### config.mk
export PLATFORM = sky130hd
export DESIGN_NAME = nearest_eight_point_selector_core
export DESIGN_NICKNAME = d
export VERILOG_FILES = /design/src/rtl/core/nepsel_pkg.sv /design/src/rtl/core/nepsel_dist.sv /design/src/rtl/core/nepsel_list.sv /design/src/rtl/core/nepsel_emit.sv /design/src/rtl/core/nearest_eight_point_selector_core.sv
export SDC_FILE = /design/constraint.sdc
export NUM_CORES = 2
export LEC_CHECK = 0
export ABC_AREA = 1
export BUFFER_PORTS_ARGS = -buffer_cell sky130_fd_sc_hd__buf_2
export CORE_UTILIZATION = 40
export CTS_CLUSTER_DIAMETER = 80
export CTS_CLUSTER_SIZE = 12
export DETAILED_ROUTE_END_ITERATION = 16
export GPL_TIMING_DRIVEN = 0
export PLACE_DENSITY = 0.59
export SYNTH_ARGS = -nofsm -noshare
export SYNTH_HDL_FRONTEND = slang
export SYNTH_SLANG_ARGS = --single-unit
### constraint.sdc
create_clock -name aclk -period 21.3 [get_ports aclk]
set_input_delay 4.26 -clock aclk [delete_from_list [all_inputs] [get_ports aclk]]
set_output_delay 4.26 -clock aclk [all_outputs]
set_load 0.05 [all_outputs]
### src/rtl/core/nepsel_pkg.sv
`default_nettype none

package nepsel_pkg;

    // Field widths fixed by the channel formats.
    localparam int DIST_BITS = 36;
    localparam int RANK_BITS = 3;
    localparam int INDEX_OUT_BITS = 8;

    localparam logic [DIST_BITS-1:0] DIST_MAX = '1;

    typedef struct packed {
        logic signed [15:0] query_x;
        logic signed [15:0] query_y;
        logic signed [15:0] query_z;
        logic signed [15:0] cand_x;
        logic signed [15:0] cand_y;
        logic signed [15:0] cand_z;
        logic [7:0]         cand_index;
        logic               first_cand;
        logic               last_cand;
    } in_item_t;

    typedef struct packed {
        logic [RANK_BITS-1:0]      rank;
        logic                      entry_valid;
        logic [INDEX_OUT_BITS-1:0] entry_index;
        logic [DIST_BITS-1:0]      entry_dist_sq;
        logic                      last_result;
    } out_item_t;

    // Run control that travels with an item down the pipeline.
    typedef struct packed {
        logic first;
        logic last;
    } item_flags_t;

endpackage

`default_nettype wire

### src/rtl/core/nepsel_dist.sv
`default_nettype none

module nepsel_dist #(
    parameter int COORD_BITS      = 16,
    parameter int CAND_INDEX_BITS = 8
) (
    input  wire logic                        aclk,
    input  wire logic                        aresetn,
    input  wire logic                        s_valid,
    output logic                             s_ready,
    input  wire nepsel_pkg::in_item_t        s_data,
    output logic                             sq_valid,
    input  wire logic                        sq_ready,
    output logic [2*COORD_BITS-1:0]          sq_x,
    output logic [2*COORD_BITS-1:0]          sq_y,
    output logic [2*COORD_BITS-1:0]          sq_z,
    output logic [CAND_INDEX_BITS-1:0]       sq_index,
    output nepsel_pkg::item_flags_t          sq_flags
);

    localparam int SQ_W = 2 * COORD_BITS;

    nepsel_pkg::in_item_t           in_reg;
    logic                           in_valid_reg;
    logic [SQ_W-1:0]                sqx_reg, sqy_reg, sqz_reg;
    logic [CAND_INDEX_BITS-1:0]     index_reg;
    nepsel_pkg::item_flags_t        flags_reg;
    logic                           sq_valid_reg;
    logic                           load_sq;
    logic [SQ_W-1:0]                sqx_next, sqy_next, sqz_next;

    // Squared difference of two coordinates taken from their low COORD_BITS bits.
    function automatic logic [SQ_W-1:0] diff_sq(input logic signed [15:0] a,
                                                input logic signed [15:0] b);
        logic signed [COORD_BITS-1:0] as;
        logic signed [COORD_BITS-1:0] bs;
        logic signed [COORD_BITS:0]   d;
        logic [COORD_BITS-1:0]        m;
        as = COORD_BITS'($unsigned(a));
        bs = COORD_BITS'($unsigned(b));
        d  = (COORD_BITS + 1)'(as) - (COORD_BITS + 1)'(bs);
        m  = d[COORD_BITS] ? COORD_BITS'(-d) : COORD_BITS'(d);
        return SQ_W'(m) * SQ_W'(m);
    endfunction

    always_comb begin
        sqx_next = diff_sq(in_reg.query_x, in_reg.cand_x);
        sqy_next = diff_sq(in_reg.query_y, in_reg.cand_y);
        sqz_next = diff_sq(in_reg.query_z, in_reg.cand_z);
    end

    assign load_sq = in_valid_reg && (!sq_valid_reg || sq_ready);
    assign s_ready = !in_valid_reg || load_sq;

    always_ff @(posedge aclk) begin
        if (!aresetn) begin
            in_valid_reg <= 1'b0;
            sq_valid_reg <= 1'b0;
        end else begin
            if (s_ready) begin
                in_valid_reg <= s_valid;
            end
            if (!sq_valid_reg || sq_ready) begin
                sq_valid_reg <= in_valid_reg;
            end
        end
    end

    always_ff @(posedge aclk) begin
        if (s_valid && s_ready) begin
            in_reg <= s_data;
        end
        if (load_sq) begin
            sqx_reg         <= sqx_next;
            sqy_reg         <= sqy_next;
            sqz_reg         <= sqz_next;
            index_reg       <= CAND_INDEX_BITS'(in_reg.cand_index);
            flags_reg.first <= in_reg.first_cand;
            flags_reg.last  <= in_reg.last_cand;
        end
    end

    assign sq_valid = sq_valid_reg;
    assign sq_x     = sqx_reg;
    assign sq_y     = sqy_reg;
    assign sq_z     = sqz_reg;
    assign sq_index = index_reg;
    assign sq_flags = flags_reg;

endmodule

`default_nettype wire

### src/rtl/core/nepsel_list.sv
`default_nettype none

module nepsel_list #(
    parameter int NEAREST_COUNT   = 8,
    parameter int CAND_INDEX_BITS = 8,
    parameter int COORD_BITS      = 16
) (
    input  wire logic                                            aclk,
    input  wire logic                                            aresetn,
    input  wire logic                                            sq_valid,
    output logic                                                 sq_ready,
    input  wire logic [2*COORD_BITS-1:0]                         sq_x,
    input  wire logic [2*COORD_BITS-1:0]                         sq_y,
    input  wire logic [2*COORD_BITS-1:0]                         sq_z,
    input  wire logic [CAND_INDEX_BITS-1:0]                      sq_index,
    input  wire nepsel_pkg::item_flags_t                         sq_flags,
    input  wire logic                                            emit_free,
    output logic                                                 emit_load,
    output logic [NEAREST_COUNT-1:0][nepsel_pkg::DIST_BITS-1:0]  list_dist,
    output logic [NEAREST_COUNT-1:0][CAND_INDEX_BITS-1:0]        list_index,
    output logic [NEAREST_COUNT-1:0]                             list_valid
);

    localparam int SQ_W  = 2 * COORD_BITS;
    localparam int SUM_W = SQ_W + 2;
    localparam int DW    = nepsel_pkg::DIST_BITS;

    logic [NEAREST_COUNT-1:0][DW-1:0]              dist_reg, dist_cur, dist_next;
    logic [NEAREST_COUNT-1:0][CAND_INDEX_BITS-1:0] index_reg, index_cur, index_next;
    logic [NEAREST_COUNT-1:0]                      valid_reg, valid_cur, valid_next;
    logic [NEAREST_COUNT-1:0]                      closer;
    logic [SUM_W-1:0]                              sum;
    logic [DW-1:0]                                 cand_dist;
    logic                                          step;

    assign sum = SUM_W'(sq_x) + SUM_W'(sq_y) + SUM_W'(sq_z);

    generate
        if (SUM_W > DW) begin : g_sat
            assign cand_dist = (|sum[SUM_W-1:DW]) ? nepsel_pkg::DIST_MAX : DW'(sum);
        end else begin : g_nosat
            assign cand_dist = DW'(sum);
        end
    endgenerate

    // A run marked first starts from an empty list.
    always_comb begin
        if (sq_flags.first) begin
            dist_cur  = {NEAREST_COUNT{nepsel_pkg::DIST_MAX}};
            index_cur = '0;
            valid_cur = '0;
        end else begin
            dist_cur  = dist_reg;
            index_cur = index_reg;
            valid_cur = valid_reg;
        end
    end

    // The list stays sorted with empty slots at the tail, so the slots that the
    // candidate beats form a contiguous tail; the first of them takes the candidate
    // and the rest take their upper neighbor.
    genvar k;
    generate
        for (k = 0; k < NEAREST_COUNT; k++) begin : g_slot
            assign closer[k] = !valid_cur[k] || (cand_dist < dist_cur[k]);
            if (k == 0) begin : g_head
                always_comb begin
                    if (closer[k]) begin
                        dist_next[k]  = cand_dist;
                        index_next[k] = sq_index;
                        valid_next[k] = 1'b1;
                    end else begin
                        dist_next[k]  = dist_cur[k];
                        index_next[k] = index_cur[k];
                        valid_next[k] = valid_cur[k];
                    end
                end
            end else begin : g_body
                always_comb begin
                    if (!closer[k]) begin
                        dist_next[k]  = dist_cur[k];
                        index_next[k] = index_cur[k];
                        valid_next[k] = valid_cur[k];
                    end else if (!closer[k-1]) begin
                        dist_next[k]  = cand_dist;
                        index_next[k] = sq_index;
                        valid_next[k] = 1'b1;
                    end else begin
                        dist_next[k]  = dist_cur[k-1];
                        index_next[k] = index_cur[k-1];
                        valid_next[k] = valid_cur[k-1];
                    end
                end
            end
        end
    endgenerate

    // A last item waits here until the output buffer can take the list.
    assign sq_ready  = !sq_flags.last || emit_free;
    assign step      = sq_valid && sq_ready;
    assign emit_load = step && sq_flags.last;

    always_ff @(posedge aclk) begin
        if (!aresetn) begin
            dist_reg  <= {NEAREST_COUNT{nepsel_pkg::DIST_MAX}};
            index_reg <= '0;
            valid_reg <= '0;
        end else if (step) begin
            dist_reg  <= dist_next;
            index_reg <= index_next;
            valid_reg <= valid_next;
        end
    end

    assign list_dist  = dist_next;
    assign list_index = index_next;
    assign list_valid = valid_next;

endmodule

`default_nettype wire

### src/rtl/core/nepsel_emit.sv
`default_nettype none

module nepsel_emit #(
    parameter int NEAREST_COUNT   = 8,
    parameter int CAND_INDEX_BITS = 8
) (
    input  wire logic                                            aclk,
    input  wire logic                                            aresetn,
    input  wire logic                                            emit_load,
    input  wire logic [NEAREST_COUNT-1:0][nepsel_pkg::DIST_BITS-1:0] list_dist,
    input  wire logic [NEAREST_COUNT-1:0][CAND_INDEX_BITS-1:0]   list_index,
    input  wire logic [NEAREST_COUNT-1:0]                        list_valid,
    output logic                                                 emit_free,
    output logic                                                 m_valid,
    input  wire logic                                            m_ready,
    output nepsel_pkg::out_item_t                                m_data
);

    localparam int CNT_W = (NEAREST_COUNT > 1) ? $clog2(NEAREST_COUNT) : 1;
    localparam int DW    = nepsel_pkg::DIST_BITS;

    logic [NEAREST_COUNT-1:0][DW-1:0]              dist_reg;
    logic [NEAREST_COUNT-1:0][CAND_INDEX_BITS-1:0] index_reg;
    logic [NEAREST_COUNT-1:0]                      valid_reg;
    logic [CNT_W-1:0]                              cnt_reg;
    logic                                          busy_reg;
    logic                                          last_beat;

    assign last_beat = (cnt_reg == CNT_W'(NEAREST_COUNT - 1));
    assign emit_free = !busy_reg || (m_ready && last_beat);

    always_ff @(posedge aclk) begin
        if (!aresetn) begin
            busy_reg <= 1'b0;
            cnt_reg  <= '0;
        end else if (emit_load) begin
            busy_reg <= 1'b1;
            cnt_reg  <= '0;
        end else if (busy_reg && m_ready) begin
            cnt_reg <= cnt_reg + CNT_W'(1);
            if (last_beat) begin
                busy_reg <= 1'b0;
            end
        end
    end

    // The snapshot shifts toward slot 0, which always holds the item on the port.
    always_ff @(posedge aclk) begin
        if (emit_load) begin
            dist_reg  <= list_dist;
            index_reg <= list_index;
            valid_reg <= list_valid;
        end else if (busy_reg && m_ready) begin
            for (int k = 0; k < NEAREST_COUNT - 1; k++) begin
                dist_reg[k]  <= dist_reg[k+1];
                index_reg[k] <= index_reg[k+1];
                valid_reg[k] <= valid_reg[k+1];
            end
        end
    end

    always_comb begin
        m_data.rank          = nepsel_pkg::RANK_BITS'(cnt_reg);
        m_data.entry_valid   = valid_reg[0];
        m_data.entry_index   = valid_reg[0] ?
                               nepsel_pkg::INDEX_OUT_BITS'(index_reg[0]) : '0;
        m_data.entry_dist_sq = valid_reg[0] ? dist_reg[0] : nepsel_pkg::DIST_MAX;
        m_data.last_result   = last_beat;
    end

    assign m_valid = busy_reg;

endmodule

`default_nettype wire

### src/rtl/core/nearest_eight_point_selector_core.sv
// Nearest-point selector.
// The s_ channel carries one item per candidate: a query point, a candidate
// point and its index, plus first_cand and last_cand flags. The block forms the
// squared distance and inserts the candidate into a sorted list of the
// NEAREST_COUNT closest candidates; ties keep the earlier candidate ahead.
// first_cand empties the list before the insert. After an item with last_cand,
// the m_ channel delivers NEAREST_COUNT items in rank order, rank 0 closest,
// last_result set on the final one; empty ranks show entry_valid low.
// Throughput is one item per cycle unless a last item is held: input register,
// squaring stage, then the list update. A last item's first result reaches the
// m_ channel through the input register, the squaring stage and the output
// buffer, and the results then drain one by one as m_ready takes them. The list is
// copied into an output buffer, so later candidates keep flowing while results
// drain; a further last item waits until the buffer has delivered its final rank.
// A stall on m_ready back-pressures s_ready only once such a last item
// is held. Reset (synchronous, aresetn low) empties the list and drops any
// items in flight or undelivered results.
`default_nettype none

module nearest_eight_point_selector_core #(
    parameter int NEAREST_COUNT   = 8,
    parameter int CAND_INDEX_BITS = 8,
    parameter int COORD_BITS      = 16
) (
    input  wire logic                  aclk,
    input  wire logic                  aresetn,
    input  wire logic                  s_valid,
    output logic                       s_ready,
    input  wire nepsel_pkg::in_item_t  s_data,
    output logic                       m_valid,
    input  wire logic                  m_ready,
    output nepsel_pkg::out_item_t      m_data
);

    localparam int SQ_W = 2 * COORD_BITS;

    logic                                                 sq_valid;
    logic                                                 sq_ready;
    logic [SQ_W-1:0]                                      sq_x, sq_y, sq_z;
    logic [CAND_INDEX_BITS-1:0]                           sq_index;
    nepsel_pkg::item_flags_t                              sq_flags;
    logic                                                 emit_free;
    logic                                                 emit_load;
    logic [NEAREST_COUNT-1:0][nepsel_pkg::DIST_BITS-1:0]  list_dist;
    logic [NEAREST_COUNT-1:0][CAND_INDEX_BITS-1:0]        list_index;
    logic [NEAREST_COUNT-1:0]                             list_valid;

    nepsel_dist #(
        .COORD_BITS      (COORD_BITS),
        .CAND_INDEX_BITS (CAND_INDEX_BITS)
    ) u_dist (
        .aclk     (aclk),
        .aresetn  (aresetn),
        .s_valid  (s_valid),
        .s_ready  (s_ready),
        .s_data   (s_data),
        .sq_valid (sq_valid),
        .sq_ready (sq_ready),
        .sq_x     (sq_x),
        .sq_y     (sq_y),
        .sq_z     (sq_z),
        .sq_index (sq_index),
        .sq_flags (sq_flags)
    );

    nepsel_list #(
        .NEAREST_COUNT   (NEAREST_COUNT),
        .CAND_INDEX_BITS (CAND_INDEX_BITS),
        .COORD_BITS      (COORD_BITS)
    ) u_list (
        .aclk       (aclk),
        .aresetn    (aresetn),
        .sq_valid   (sq_valid),
        .sq_ready   (sq_ready),
        .sq_x       (sq_x),
        .sq_y       (sq_y),
        .sq_z       (sq_z),
        .sq_index   (sq_index),
        .sq_flags   (sq_flags),
        .emit_free  (emit_free),
        .emit_load  (emit_load),
        .list_dist  (list_dist),
        .list_index (list_index),
        .list_valid (list_valid)
    );

    nepsel_emit #(
        .NEAREST_COUNT   (NEAREST_COUNT),
        .CAND_INDEX_BITS (CAND_INDEX_BITS)
    ) u_emit (
        .aclk       (aclk),
        .aresetn    (aresetn),
        .emit_load  (emit_load),
        .list_dist  (list_dist),
        .list_index (list_index),
        .list_valid (list_valid),
        .emit_free  (emit_free),
        .m_valid    (m_valid),
        .m_ready    (m_ready),
        .m_data     (m_data)
    );

endmodule

`default_nettype wire

## Word-level counts from Yosys, hierarchy flattened

Cells that the tools add are included.

- Bits in registers: 938
- Output and inout bits: 51

- Add/subtract/negate cells: 9
- Multipliers: 3
- $lt $le $gt $ge: 8
- Equality and inequality tests: 1
- Mux-type cells: 62
- Bitwise gates (word level): 1
- Reduce and logical (&&, ||, !) cells: 34

Operators with widths:

| kind | number |
|---|---|
| 36-bit 2-to-1 mux | 16 |
| 252-bit 2-to-1 mux | 2 |
| 34-bit by 36-bit less-than comparator with 1-bit output | 8 |
| 288-bit 2-to-1 mux | 1 |
| 8-bit 2-to-1 mux | 17 |
| 56-bit 2-to-1 mux | 2 |
| 16-bit by 16-bit multiplier with 32-bit output | 3 |
| 64-bit 2-to-1 mux | 1 |
| 16-bit by 16-bit subtractor with 17-bit output | 3 |
| 16-bit 2-to-1 mux | 3 |
| 16-bit negation | 3 |
| 34-bit by 32-bit adder with 34-bit output | 1 |
| 32-bit by 32-bit adder with 33-bit output | 1 |
| 1-bit 2-to-1 mux | 18 |
| 7-bit 2-to-1 mux | 2 |
| 1-bit zero test | 12 |
| 1-bit logical OR | 12 |
| 1-bit logical AND | 6 |
| 2-bit nonzero test | 2 |
| 3-bit by 1-bit adder with 3-bit output, second input constant | 1 |
| 3-bit equality test, second input constant | 1 |
| 2-bit AND reduction | 1 |
| 2-bit OR reduction | 1 |
| 1-bit NOT | 1 |

## Longest topological paths before layout

- Word-level depth: 8
- Mapped depth: 44

## Modules after synthesis

From an unflattened synthesis, not the netlist that was laid out.

- Cell total of the unflattened synthesis: 10884
- Area, all modules: 81597.0 sq um

By module, submodules not included:

| module | times used | cells an instance | area an instance (sq um) | sequential area each (sq um) |
|---|---|---|---|---|
| nepsel_list | 1 | 5631 | 33622.2 | 7206.9 |
| nepsel_dist | 1 | 3755 | 32558.7 | 6316.1 |
| nepsel_emit | 1 | 1498 | 15416.0 | 10890.4 |

## Worst setup path after synthesis

OpenSTA, ideal clock, no wires.

- Path kind: input to register
- From: input port m_ready
- To: register u_emit.dist_reg[0] in the netlist's numbering, enable pin
- Arrival: 10.577 ns
- Data required time: 18.929 ns
- Setup slack: 8.352 ns
- Stages on the path: 10
- Buffers on the path: 2
- Path through: nand2_1 nand2_1 inv_1 nand2_1 nand2_1 inv_2 nand2_1 clkbuf_1 clkbuf_1 nand2_1

- Longest elaborated chain between the ends: 6
- Elaborated cells between the ends (all ways): 7

RTL lines:

| what | line | source |
|---|---|---|
| start: declaration | nearest_eight_point_selector_core.sv:31 | `input wire logic m_ready,` |
| 1-bit logical AND | nepsel_emit.sv:30 | `assign emit_free = !busy_reg \|\| (m_ready && last_beat);` |
| 1-bit logical OR | nepsel_emit.sv:30 |  |
| 1-bit logical OR | nepsel_list.sv:99 | `assign sq_ready = !sq_flags.last \|\| emit_free;` |
| 1-bit logical AND | nepsel_list.sv:100 | `assign step = sq_valid && sq_ready;` |
| 1-bit logical AND | nepsel_list.sv:101 | `assign emit_load = step && sq_flags.last;` |
| 2-bit nonzero test (no source line) (*) | - |  |
| end signal: assignment | nepsel_emit.sv:50 | `dist_reg <= list_dist;` |
| end signal: indexed assignment | nepsel_emit.sv:55 | `dist_reg[k] <= dist_reg[k+1];` |
| end: declaration | nepsel_emit.sv:22 | `logic [NEAREST_COUNT-1:0][DW-1:0] dist_reg;` |

Every way passes the cells marked *; elsewhere a longest branch is shown, timed or not.
A chain may end at the register's enable or synchronous reset.

## Worst setup path after layout

- From: input port m_ready
- To: output port s_ready

- Longest elaborated chain between the ends: 6

RTL lines:

| what | line | source |
|---|---|---|
| 1-bit logical AND | nepsel_emit.sv:30 |  |
| 1-bit logical OR | nepsel_emit.sv:30 |  |
| 1-bit logical OR | nepsel_list.sv:99 |  |
| 1-bit logical OR | nepsel_dist.sv:52 | `assign load_sq = in_valid_reg && (!sq_valid_reg \|\| sq_ready);` |
| 1-bit logical AND | nepsel_dist.sv:52 |  |
| 1-bit logical OR | nepsel_dist.sv:53 | `assign s_ready = !in_valid_reg \|\| load_sq;` |
| end: declaration | nearest_eight_point_selector_core.sv:28 | `output logic s_ready,` |

Every way passes these cells.

==> flow_metrics.py <==
metrics = {
    "die": {
        "core_area_mm2": 0.196,
        "die_x_um": 446,
        "die_h_um": 446,
        "die_area_mm2": 0.199,
        "rows": 162,
        "initial_core_util_pct": 40.4,
        "io_pins": 161,
    },
    "min_path": {
        "hold_path.class": "reg -> reg",
        "hold_start": "u_dist.in_reg[5]",
    },
    "synthesis": {
        "synthFlopType": "edfxtp_1",
        "postSynthCellCount": 10200,
        "synth_edf_count": 569,
        "syn_nets": 11500,
        "yosysTopAreaCell": "edfxtp_1",
        "yosys-top-cells-area": "edfxtp_1 22%, nand2_1 13%, fa_1 12%",
        "yosysTopAreaCellShare_pct": 21.6,
        "synth_cell_types": 75,
        "synth-seq-cells": 935,
        "async_flop_share_pct": 0,
        "syn_area_mm2": 0.0790,
        "ys_seq_area_share_pct": 30.9,
        "syn_area_per_cell_um2": 7.76,
        "yosysWarnings": 0,
    },
    "critical_path": {
        "crit_start": "m_ready",
        "worst-setup-path-type": "in -> out",
        "cp_max_fo": 4,
        "path_buf_inv": 4,
        "endpoint_kind": "output port",
        "max_stage_delay_ns": 0.23,
        "critPathLaunchType": "primary input",
        "crit_slowest_cell": "nor2_1",
        "cp.required_ns": 17.04,
        "r2r_start": "u_dist.sq_y[3]",
        "path_cells": "buf_2, nand2_1, nand2_1, inv_1, nand3_1, nor2_1, inv_1, buf_2",
        "path_delay_family": "buffers and inverters",
        "crit_arrival_ns": 5.24,
    },
    "finish": {
        "fin_nets": 11700,
        "area_growth_pct": 9.54,
        "layout_commonest_cell": "nand2_1",
        "layout-drive-gt1-share_pct": 7.16,
        "final_cell_mix": "2,834 x nand2_1, 1,304 x inv_1, 826 x nor2_1, 779 x nand3_1, 671 x ha_1",
    },
    "placement": {
        "hpwl_um": 204000,
        "io_buffers": 160,
        "gp_congestion": 0.969,
        "pre_cts_slack_ns": 11.30,
    },
    "route": {
        "wl_per_cell_um": 18.9,
        "drt_wl_total_um": 249000,
        "num_vias": 67200,
        "drt_iter0_drc": 4785,
        "via_per_inst": 5.11,
        "antenna_left": 0,
        "drc": 0,
        "drt_pass1_iterations": 6,
    },
    "job": {
        "max-cap-violations": 4,
    },
    "global_routing": {
        "grt_pass1_wl_um": 384000,
        "grt_pass1_vias": 67400,
        "grt_max_degree": 79,
        "gr-total-overflow": 0,
        "grtUsageTotal_pct": 24.9,
        "met2_usage_pct": 43.8,
        "grtUsageMet3_pct": 2.93,
        "antenna_found_initial": 3,
        "grtUsageMet1_pct": 30.7,
        "grt-busiest-layer": "met2",
    },
    "sta": {
        "fmax_mhz": 105,
        "hold_viol_final": 0,
        "setup_viol": 0,
        "tightest_slew_ns": 1.55,
        "tns_ns": 0,
        "drv_slew": 43,
        "relSlewSlack_pct": -3.53,
        "rsz0062_at_grt": "no",
        "fin_ws_ns": 11.80,
        "min_period_ns": 9.50,
        "finClkSkew_ns": 0.0709,
        "fin_crit_sh_pct": 44.6,
    },
    "clocking": {
        "h-tree-depth": 3,
        "cts_made_buffers": 93,
        "cts_setup_buffers": 0,
        "cts-root-buf": "clkbuf_16",
        "hold_buffers": 0,
        "cts_tree": "done",
        "clkSinkCount": 935,
        "ctsResizeCount": 0,
        "clock_path_buffers": 3,
        "clk_pin_slew_ns": 0.06,
        "clock_latency_ns": 0.78,
    },
    "outcome": {
        "status": "complete, but fails checks",
        "violations": "capacitance limit, slew limit",
    },
}
-- cell type report --
class	instances	area (um2)
clock buffers	153	2650
repair buffers	181	1220
plain buffers	422	2160
well taps	2624	3280
fillers	19800	109000
clock inverters	17	260
flip-flops and latches	935	24400
inverters	1349	5090
multi-input cells	7478	47400
diodes	2	5.00
-- logic make-up after synthesis --
family	synth area share, %
adder cells (fa/ha/maj)	23.0
AND/OR/NAND/NOR	25.6
XOR/XNOR	1.93
AO/OA/AOI/OAI	9.31
flip-flops	30.9
buffers and inverters	9.17
-- path summary, 6_finish.rpt --
kind	endpoint	slack, ns	depth (start not counted)
setup / recovery	s_ready	11.80	8
hold / removal	u_dist.sq_index[3]	0.42	0
setup reg to reg	u_emit.dist_reg[42]	11.94	34
hold reg to reg	u_dist.sq_index[3]	0.42	0
-- metrics by stage --
step                      hold slack [ns]  cells  utilization [%]  area (um2)
final                               0.415  13200             44.2       86500
after global routing                0.428  13200             44.2       86500
after CTS                           0.418  13200             44.2       86500
after detailed placement            0.405  13000             42.7       83600
after global placement              0.408  13000             42.5       83100
after floorplan                     0.400  10200                -       79000
-- routing by layer --
metal	routed length, um	part of all wire, %
met2	122000	49
met1	103000	41
met4	10700	4.3
met5	0	0
met3	13300	5.3
-- Yosys cell counts, types with 32 or more instances --
library cell	n
nor2_1	827
buf_4	33
edfxtp_1	569
fa_1	490
nor3_1	47
nand4_1	47
nand3_1	779
and2_1	33
inv_1	1305
clkbuf_1	231
a21oi_1	652
or2_2	92
nand2_1	2835
xnor2_1	48
o211ai_1	46
xor2_1	116
dfxtp_1	366
o21ai_1	66
o21ai_0	364
buf_2	85
inv_2	36
or2_1	51
ha_1	671
buf_6	34
o21a_1	32
-- worst reg2reg max path: cells and delay by family, from the launching register on --
family                   cells  cell delay (ns)
adder cells (fa/ha/maj)      3             1.25
flip-flops                   1             0.47
AO/OA/AOI/OAI               14             3.30
buffers and inverters        4             1.43
AND/OR/NAND/NOR             11             1.52
XOR/XNOR                     2             1.28
Power is not shown: default switching activity piles up to over one toggle a cycle in this logic, so the estimate is an artifact.
